### config.mk
export PLATFORM = sky130hd
export DESIGN_NAME = ppd_expander
export DESIGN_NICKNAME = d
export VERILOG_FILES = /design/src/hw/rtl/ppd_pkg.sv /design/src/hw/rtl/ppd_expander.sv
export SDC_FILE = /design/constraint.sdc
export NUM_CORES = 1
export LEC_CHECK = 0
export BUFFER_PORTS_ARGS = -buffer_cell sky130_fd_sc_hd__buf_2
export CAP_MARGIN = 10
export CORE_ASPECT_RATIO = 0.8
export CORE_MARGIN = 2
export CORE_UTILIZATION = 46
export CTS_BUF_LIST = sky130_fd_sc_hd__clkbuf_4 sky130_fd_sc_hd__clkbuf_8
export DETAILED_ROUTE_END_ITERATION = 10
export HOLD_SLACK_MARGIN = 0.05
export PLACE_DENSITY = 0.78
export SETUP_SLACK_MARGIN = 0.1
export SYNTH_ARGS = -nofsm -noshare
export SYNTH_HDL_FRONTEND = slang
export SYNTH_SLANG_ARGS = --single-unit
### constraint.sdc
create_clock -name clk -period 2.62 [get_ports clk]
set_clock_uncertainty 0.1 [all_clocks]
set_input_delay 0.524 -clock clk [delete_from_list [all_inputs] [get_ports clk]]
set_output_delay 0.524 -clock clk [all_outputs]
set_load 0.005 [all_outputs]
### src/hw/rtl/ppd_pkg.sv
// Shared constants, types and helpers for the palette pixel doubler.
package ppd_pkg;

	localparam int SRC_WIDTH  = 320;
	localparam int SRC_HEIGHT = 200;

	localparam int COL_W  = 9;
	localparam int ROW_W  = 8;
	localparam int IDX_W  = 8;
	localparam int COMP_W = 8;
	localparam int ADDR_W = 18;

	localparam int DST_WIDTH  = 2 * SRC_WIDTH;
	localparam int ROW_STRIDE = 2 * DST_WIDTH;

	localparam int PAL_DEPTH = 256;

	localparam int IN_DATA_W  = 56;
	localparam int OUT_DATA_W = 48;

	typedef logic [1:0] beat_t;
	localparam beat_t BEAT_FIRST = 2'd0;
	localparam beat_t BEAT_LAST  = 2'd3;

	typedef struct packed {
		logic [COMP_W-1:0] red;
		logic [COMP_W-1:0] green;
		logic [COMP_W-1:0] blue;
	} rgb_t;

	typedef struct packed {
		logic [ADDR_W-1:0] base;
		rgb_t              rgb;
	} pix_t;

	// Offset of each beat inside the 2x2 block.
	function automatic logic [ADDR_W-1:0] beat_offset(input beat_t beat);
		logic [ADDR_W-1:0] off;
		case (beat)
			2'd0:    off = '0;
			2'd1:    off = ADDR_W'(1);
			2'd2:    off = ADDR_W'(DST_WIDTH);
			default: off = ADDR_W'(DST_WIDTH + 1);
		endcase
		return off;
	endfunction

endpackage

### src/hw/rtl/ppd_expander.sv
// Output stage: expands one looked-up pixel into four transfers of a 2x2 block.
module ppd_expander (
	input  logic                              clk,
	input  logic                              arst_n,
	input  logic                              pix_valid,
	input  ppd_pkg::pix_t                     pix,
	output logic                              pix_ready,
	output logic                              m_axis_tvalid,
	input  logic                              m_axis_tready,
	output logic [ppd_pkg::OUT_DATA_W-1:0]    m_axis_tdata,  // dest_address, red, green, blue
	output logic                              m_axis_tlast
);
	import ppd_pkg::*;

	logic              vld_q;
	beat_t             beat_q;
	logic [ADDR_W-1:0] base_q;
	logic [ADDR_W-1:0] addr_q;
	rgb_t              rgb_q;
	logic              done;
	logic              load;
	beat_t             beat_nxt;

	assign done     = !vld_q || (m_axis_tready && beat_q == BEAT_LAST);
	assign load     = pix_valid && done;
	assign beat_nxt = beat_q + beat_t'(1);

	always_ff @(posedge clk or negedge arst_n) begin
		if (!arst_n) begin
			vld_q  <= 1'b0;
			beat_q <= BEAT_FIRST;
		end else if (load) begin
			vld_q  <= 1'b1;
			beat_q <= BEAT_FIRST;
		end else if (done) begin
			vld_q  <= 1'b0;
		end else if (m_axis_tready) begin
			beat_q <= beat_nxt;
		end
	end

	always_ff @(posedge clk) begin
		if (load) begin
			base_q <= pix.base;
			addr_q <= pix.base;
			rgb_q  <= pix.rgb;
		end else if (vld_q && m_axis_tready && beat_q != BEAT_LAST) begin
			addr_q <= base_q + beat_offset(beat_nxt);
		end
	end

	assign pix_ready     = done;
	assign m_axis_tvalid = vld_q;
	assign m_axis_tlast  = (beat_q == BEAT_LAST);
	assign m_axis_tdata  = {(OUT_DATA_W - ADDR_W - 3*COMP_W)'(0),
	                        rgb_q.blue, rgb_q.green, rgb_q.red, addr_q};

`ifndef SYNTH
	a_beat_steps: assert property (@(posedge clk) disable iff (!arst_n)
		vld_q && m_axis_tready && beat_q != BEAT_LAST
		|=> vld_q && beat_q == $past(beat_nxt))
		else $error("beat counter did not advance on transfer");

	a_last_addr: assert property (@(posedge clk) disable iff (!arst_n)
		vld_q && beat_q == BEAT_LAST |-> addr_q == base_q + ADDR_W'(DST_WIDTH + 1))
		else $error("last beat address off the block");

	a_load_first: assert property (@(posedge clk) disable iff (!arst_n)
		load |=> vld_q && beat_q == BEAT_FIRST && addr_q == base_q)
		else $error("new block did not start at its base");
`endif

endmodule

==> impl_table.tex <==
\begin{tabular}{lr}
\hline
Metric & Value \\
\hline
\multicolumn{2}{l}{\textbf{Run status}} \\
Result of the run & completed \\
\multicolumn{2}{l}{\textbf{Detailed routing}} \\
Number of antenna-violating nets in the routed design & 0 \\
Post-DR wirelength/cell & 14.5 µm \\
Drt initial violations & 116 \\
Avg Vias per Cell & 5.00 \\
Remaining DRCs & 0 \\
Total wire length after detailed routing & 5340 µm \\
Total iterations of the first detailed-routing run & 4 \\
Count of vias placed by the detailed router & 1846 \\
\multicolumn{2}{l}{\textbf{Timing}} \\
Unrepaired setup endpoints after global routing & no \\
Post-route setup slack & 302 ps \\
Slew at the pin with the worst max-slew slack & 527 ps \\
Final worst-path cycle share & 88.5\% \\
Hold Vio Cnt, Final & 0 \\
Setup TNS Final & 0 ps \\
Worst rel slew slack & 64.8\% \\
Highest Clock Rate & 431 MHz \\
Final critical path time including I/O delays and setup & 2320 ps \\
Number of endpoints failing setup at the final stage & 0 \\
Final slew viol count & 0 \\
\multicolumn{2}{l}{\textbf{Global route}} \\
Maximum number of pins on one net before global-route repair & 49 \\
Global-route wire length before repair & 7920 µm \\
Antenna violations before repair & 0 \\
Met1 Use GR & 21.4\% \\
GR met2 Demand/Resource & 25.7\% \\
Vias in the first global route & 1723 \\
Total Routing Usage GR & 16.6\% \\
Global-route met3 utilization & 7.51\% \\
Total congestion overflow after global routing & 0 \\
Most congested layer reported by global routing & met2 \\
\multicolumn{2}{l}{\textbf{Logic synthesis}} \\
Synth Instances & 186 \\
Flip-flop and latch count after synthesis & 63 \\
Synth unique cells & 46 \\
Count of synthesis-stage warnings from yosys & 0 \\
Sequential element share of the synthesized area & 70.3\% \\
Post-synth EDFFs & 60 \\
Predominant post-synthesis flop cell & sky130\_fd\_sc\_hd\_\_edfxtp\_1 \\
Netlist area before placement & 2670 µm² \\
Synth async-reset ratio & 4.76\% \\
Post-synthesis average cell area & 14.3 µm² \\
\multicolumn{2}{l}{\textbf{Critical path}} \\
Highest fanout seen on the critical path & 7 \\
Sort of element at the end of the critical path & flip-flop \\
List of cells traversed by the critical path & ha\_4 -> ha\_4 -> a21oi\_1 -> or3\_4 -> or4\_1 -> a31oi\_1 \\
Register-to-register path setup slack & 300 ps \\
Largest stage delay on the critical path & 470 ps \\
Count of buffering cells on the critical path with inverters included & 0 \\
Category of cells accounting for the largest share of critical-path delay & simple AND/OR/NAND/NOR gates \\
Cell occurring most often along the worst timing path & sky130\_fd\_sc\_hd\_\_ha\_4 \\
CP startpoint kind & flip-flop \\
Critical Path RT & 2710 ps \\
Worst flop-to-flop path endpoint & addr\_q[17]\$\_DFFE\_PP\_ \\
CP Launch Point & beat\_q[0]\$\_DFFE\_PN0P\_ \\
Data arrival time of the critical path & 2410 ps \\
Class of the most critical setup path & reg2reg \\
Origin of the critical flop-to-flop path & beat\_q[0]\$\_DFFE\_PN0P\_ \\
Library cell contributing the largest single delay on the critical path & sky130\_fd\_sc\_hd\_\_or4\_1 \\
Depth of the worst register-to-register path & 6 \\
\multicolumn{2}{l}{\textbf{Clock network}} \\
CTS HTree Levels & 3 \\
Deepest clock path buffer count & 2 \\
TritonCTS Buffers & 9 \\
CTS tree & done \\
Clock Sink Count & 63 \\
Clock root buffer master & sky130\_fd\_sc\_hd\_\_clkbuf\_8 \\
Clock insertion delay at the later pin of the skew report & 340 ps \\
Clock transition at the registers of the reported paths & 70 ps \\
\multicolumn{2}{l}{\textbf{Die}} \\
Die Outline Area & 6430 µm² \\
Area of the core & 5530 µm² \\
Width of the die & 89.2 µm \\
Initial Utilization & 48.3\% \\
Cell row count & 24 \\
I/O pin count & 97 \\
DIE HEIGHT & 72.1 µm \\
\multicolumn{2}{l}{\textbf{Flow run}} \\
Max Cap Violations & 0 \\
\multicolumn{2}{l}{\textbf{Hold path}} \\
Hold-critical path depth & 1 \\
Hold Path End & m\_axis\_tdata[33]\$\_DFFE\_PP\_ \\
Hold path startpoint & pix[15] \\
Type of the most critical hold path & in2reg \\
\multicolumn{2}{l}{\textbf{Placed design}} \\
Estimated wirelength of the detail-placed design & 3730 µm \\
Dpl ws & 147 ps \\
\# port buffers & 90 \\
RD Place Congestion & 0.806 \\
\multicolumn{2}{l}{\textbf{Pwr}} \\
Switching Share & 29.1\% \\
Power per unit of standard cell area & 933 nW/µm² \\
Switching power & 941 µW \\
Clock share of power & 28.7\% \\
Maximum VDD drop & 0.529 mV \\
Total power & 3230 µW \\
Register share of total power & 44.2\% \\
Power Internal & 2290 µW \\
Logic gate share of total power & 27.1\% \\
Static leakage & 0.00139 µW \\
\multicolumn{2}{l}{\textbf{Layout}} \\
Proportion of layout cells with a drive suffix above 1 & 41.6\% \\
Count of antenna diodes in the layout & 0 \\
Area Overhead vs Synth & 29.8\% \\
Post-layout net count & 337 \\
Most frequent standard cell in the layout excluding fill and tap cells & sky130\_fd\_sc\_hd\_\_buf\_2 \\
Leading cell types in the layout, fill and taps excluded & sky130\_fd\_sc\_hd\_\_buf\_2, sky130\_fd\_sc\_hd\_\_edfxtp\_1, sky130\_fd\_sc\_hd\_\_nand2\_1 \\
\hline
\end{tabular}
-- layout make-up --
cell class,count,area [µm²]
flip-flops and latches,63,1880
multi-input cells,109,727
clock inverters,7,97.6
well taps,78,97.6
clock buffers,9,124
fillers,470,2060
inverters,6,22.5
repair buffers,97,518
-- state kept, by name, indices dropped and copies added, names as in the netlist --
| signal | flops |
|---|---|
| m_axis_tdata | 24 |
| addr_q | 18 |
| base_q | 18 |
| beat_q | 2 |
| m_axis_tvalid | 1 |
-- power by group through the flow --
stage	clock network (µW)	logic (µW)	registers, µW
after floorplan	0	487	1450
after global placement	0	792	1440
after detailed placement	0	820	1440
after CTS	953	823	1420
after global routing	987	971	1450
final	927	877	1430
-- cell usage after synthesis, types with 2 or more instances --
cell type	number	area [µm²]
sky130_fd_sc_hd__or4_1	4	30.0
sky130_fd_sc_hd__a21oi_1	2	10.0
sky130_fd_sc_hd__o21ai_0	9	45.0
sky130_fd_sc_hd__buf_2	2	10.0
sky130_fd_sc_hd__a21o_1	2	15.0
sky130_fd_sc_hd__xor2_1	4	35.0
sky130_fd_sc_hd__buf_4	6	45.0
sky130_fd_sc_hd__o31ai_1	4	30.0
sky130_fd_sc_hd__dfrtp_1	3	75.1
sky130_fd_sc_hd__nand3_1	7	35.0
sky130_fd_sc_hd__and4_1	2	17.5
sky130_fd_sc_hd__inv_1	6	22.5
sky130_fd_sc_hd__nand4_1	2	12.5
sky130_fd_sc_hd__nor2_1	5	18.8
sky130_fd_sc_hd__a211oi_1	3	22.5
sky130_fd_sc_hd__xnor2_1	3	26.3
sky130_fd_sc_hd__ha_1	5	62.6
sky130_fd_sc_hd__edfxtp_1	60	1800
sky130_fd_sc_hd__nand2_1	21	78.8
sky130_fd_sc_hd__a31oi_1	5	31.3
sky130_fd_sc_hd__a211o_1	3	26.3
sky130_fd_sc_hd__and3_1	4	25.0
-- layer usage --
layer | up-vias | share of wire, %
met5 | - | 0
met1 | 861 | 44
li1 | 904 | -
met2 | 74 | 47
met4 | 0 | 0.90
met3 | 7 | 7.9
-- how the worst max path moves through the flow --
stage / end / cells past startpoint / slack (ps)
3_3_place_gp: addr_q[17]$_DFFE_PP_ / 6 / 210
3_5_place_dp: addr_q[17]$_DFFE_PP_ / 6 / 150
6_report: addr_q[17]$_DFFE_PP_ / 6 / 300
4_1_cts: addr_q[17]$_DFFE_PP_ / 6 / 130
5_1_grt: addr_q[17]$_DFFE_PP_ / 6 / 190
2_1_floorplan: addr_q[17]$_DFFE_PP_ / 6 / 290
-- through the flow --
step / cell area, µm² / utilization (%) / hold WS, ps / cells
2_1_floorplan: 2700 / - / 128 / 191
3_3_place_gp: 3210 / 58.0 / 222 / 352
3_5_place_dp: 3210 / 58.0 / 227 / 352
4_1_cts: 3440 / 62.2 / 240 / 369
5_1_grt: 3460 / 62.7 / 240 / 369
6_report: 3460 / 62.7 / 257 / 369
-- logic make-up after synthesis --
| group | Yosys count | synth area share, % |
|---|---|---|
| AOI/OAI and AO/OA | 36 | 9.61 |
| xor gates and xnor gates | 7 | 2.30 |
| adders and majority gates | 5 | 2.34 |
| buffers and inverters | 19 | 4.08 |
| DFF | 63 | 70.3 |
| other | 1 | 0.141 |
| and+or+nand+nor | 55 | 11.2 |
-- repair_timing --
item / 4_1_cts / 5_1_grt
hold buffers: 1 / 0
buffers inserted: 0 / 0
endpoints found under the setup margin: 0 / 3
hold endpoints to repair: 3 / 0
gates resized for setup: 0 / 3
(Power assumes the default switching activity.)
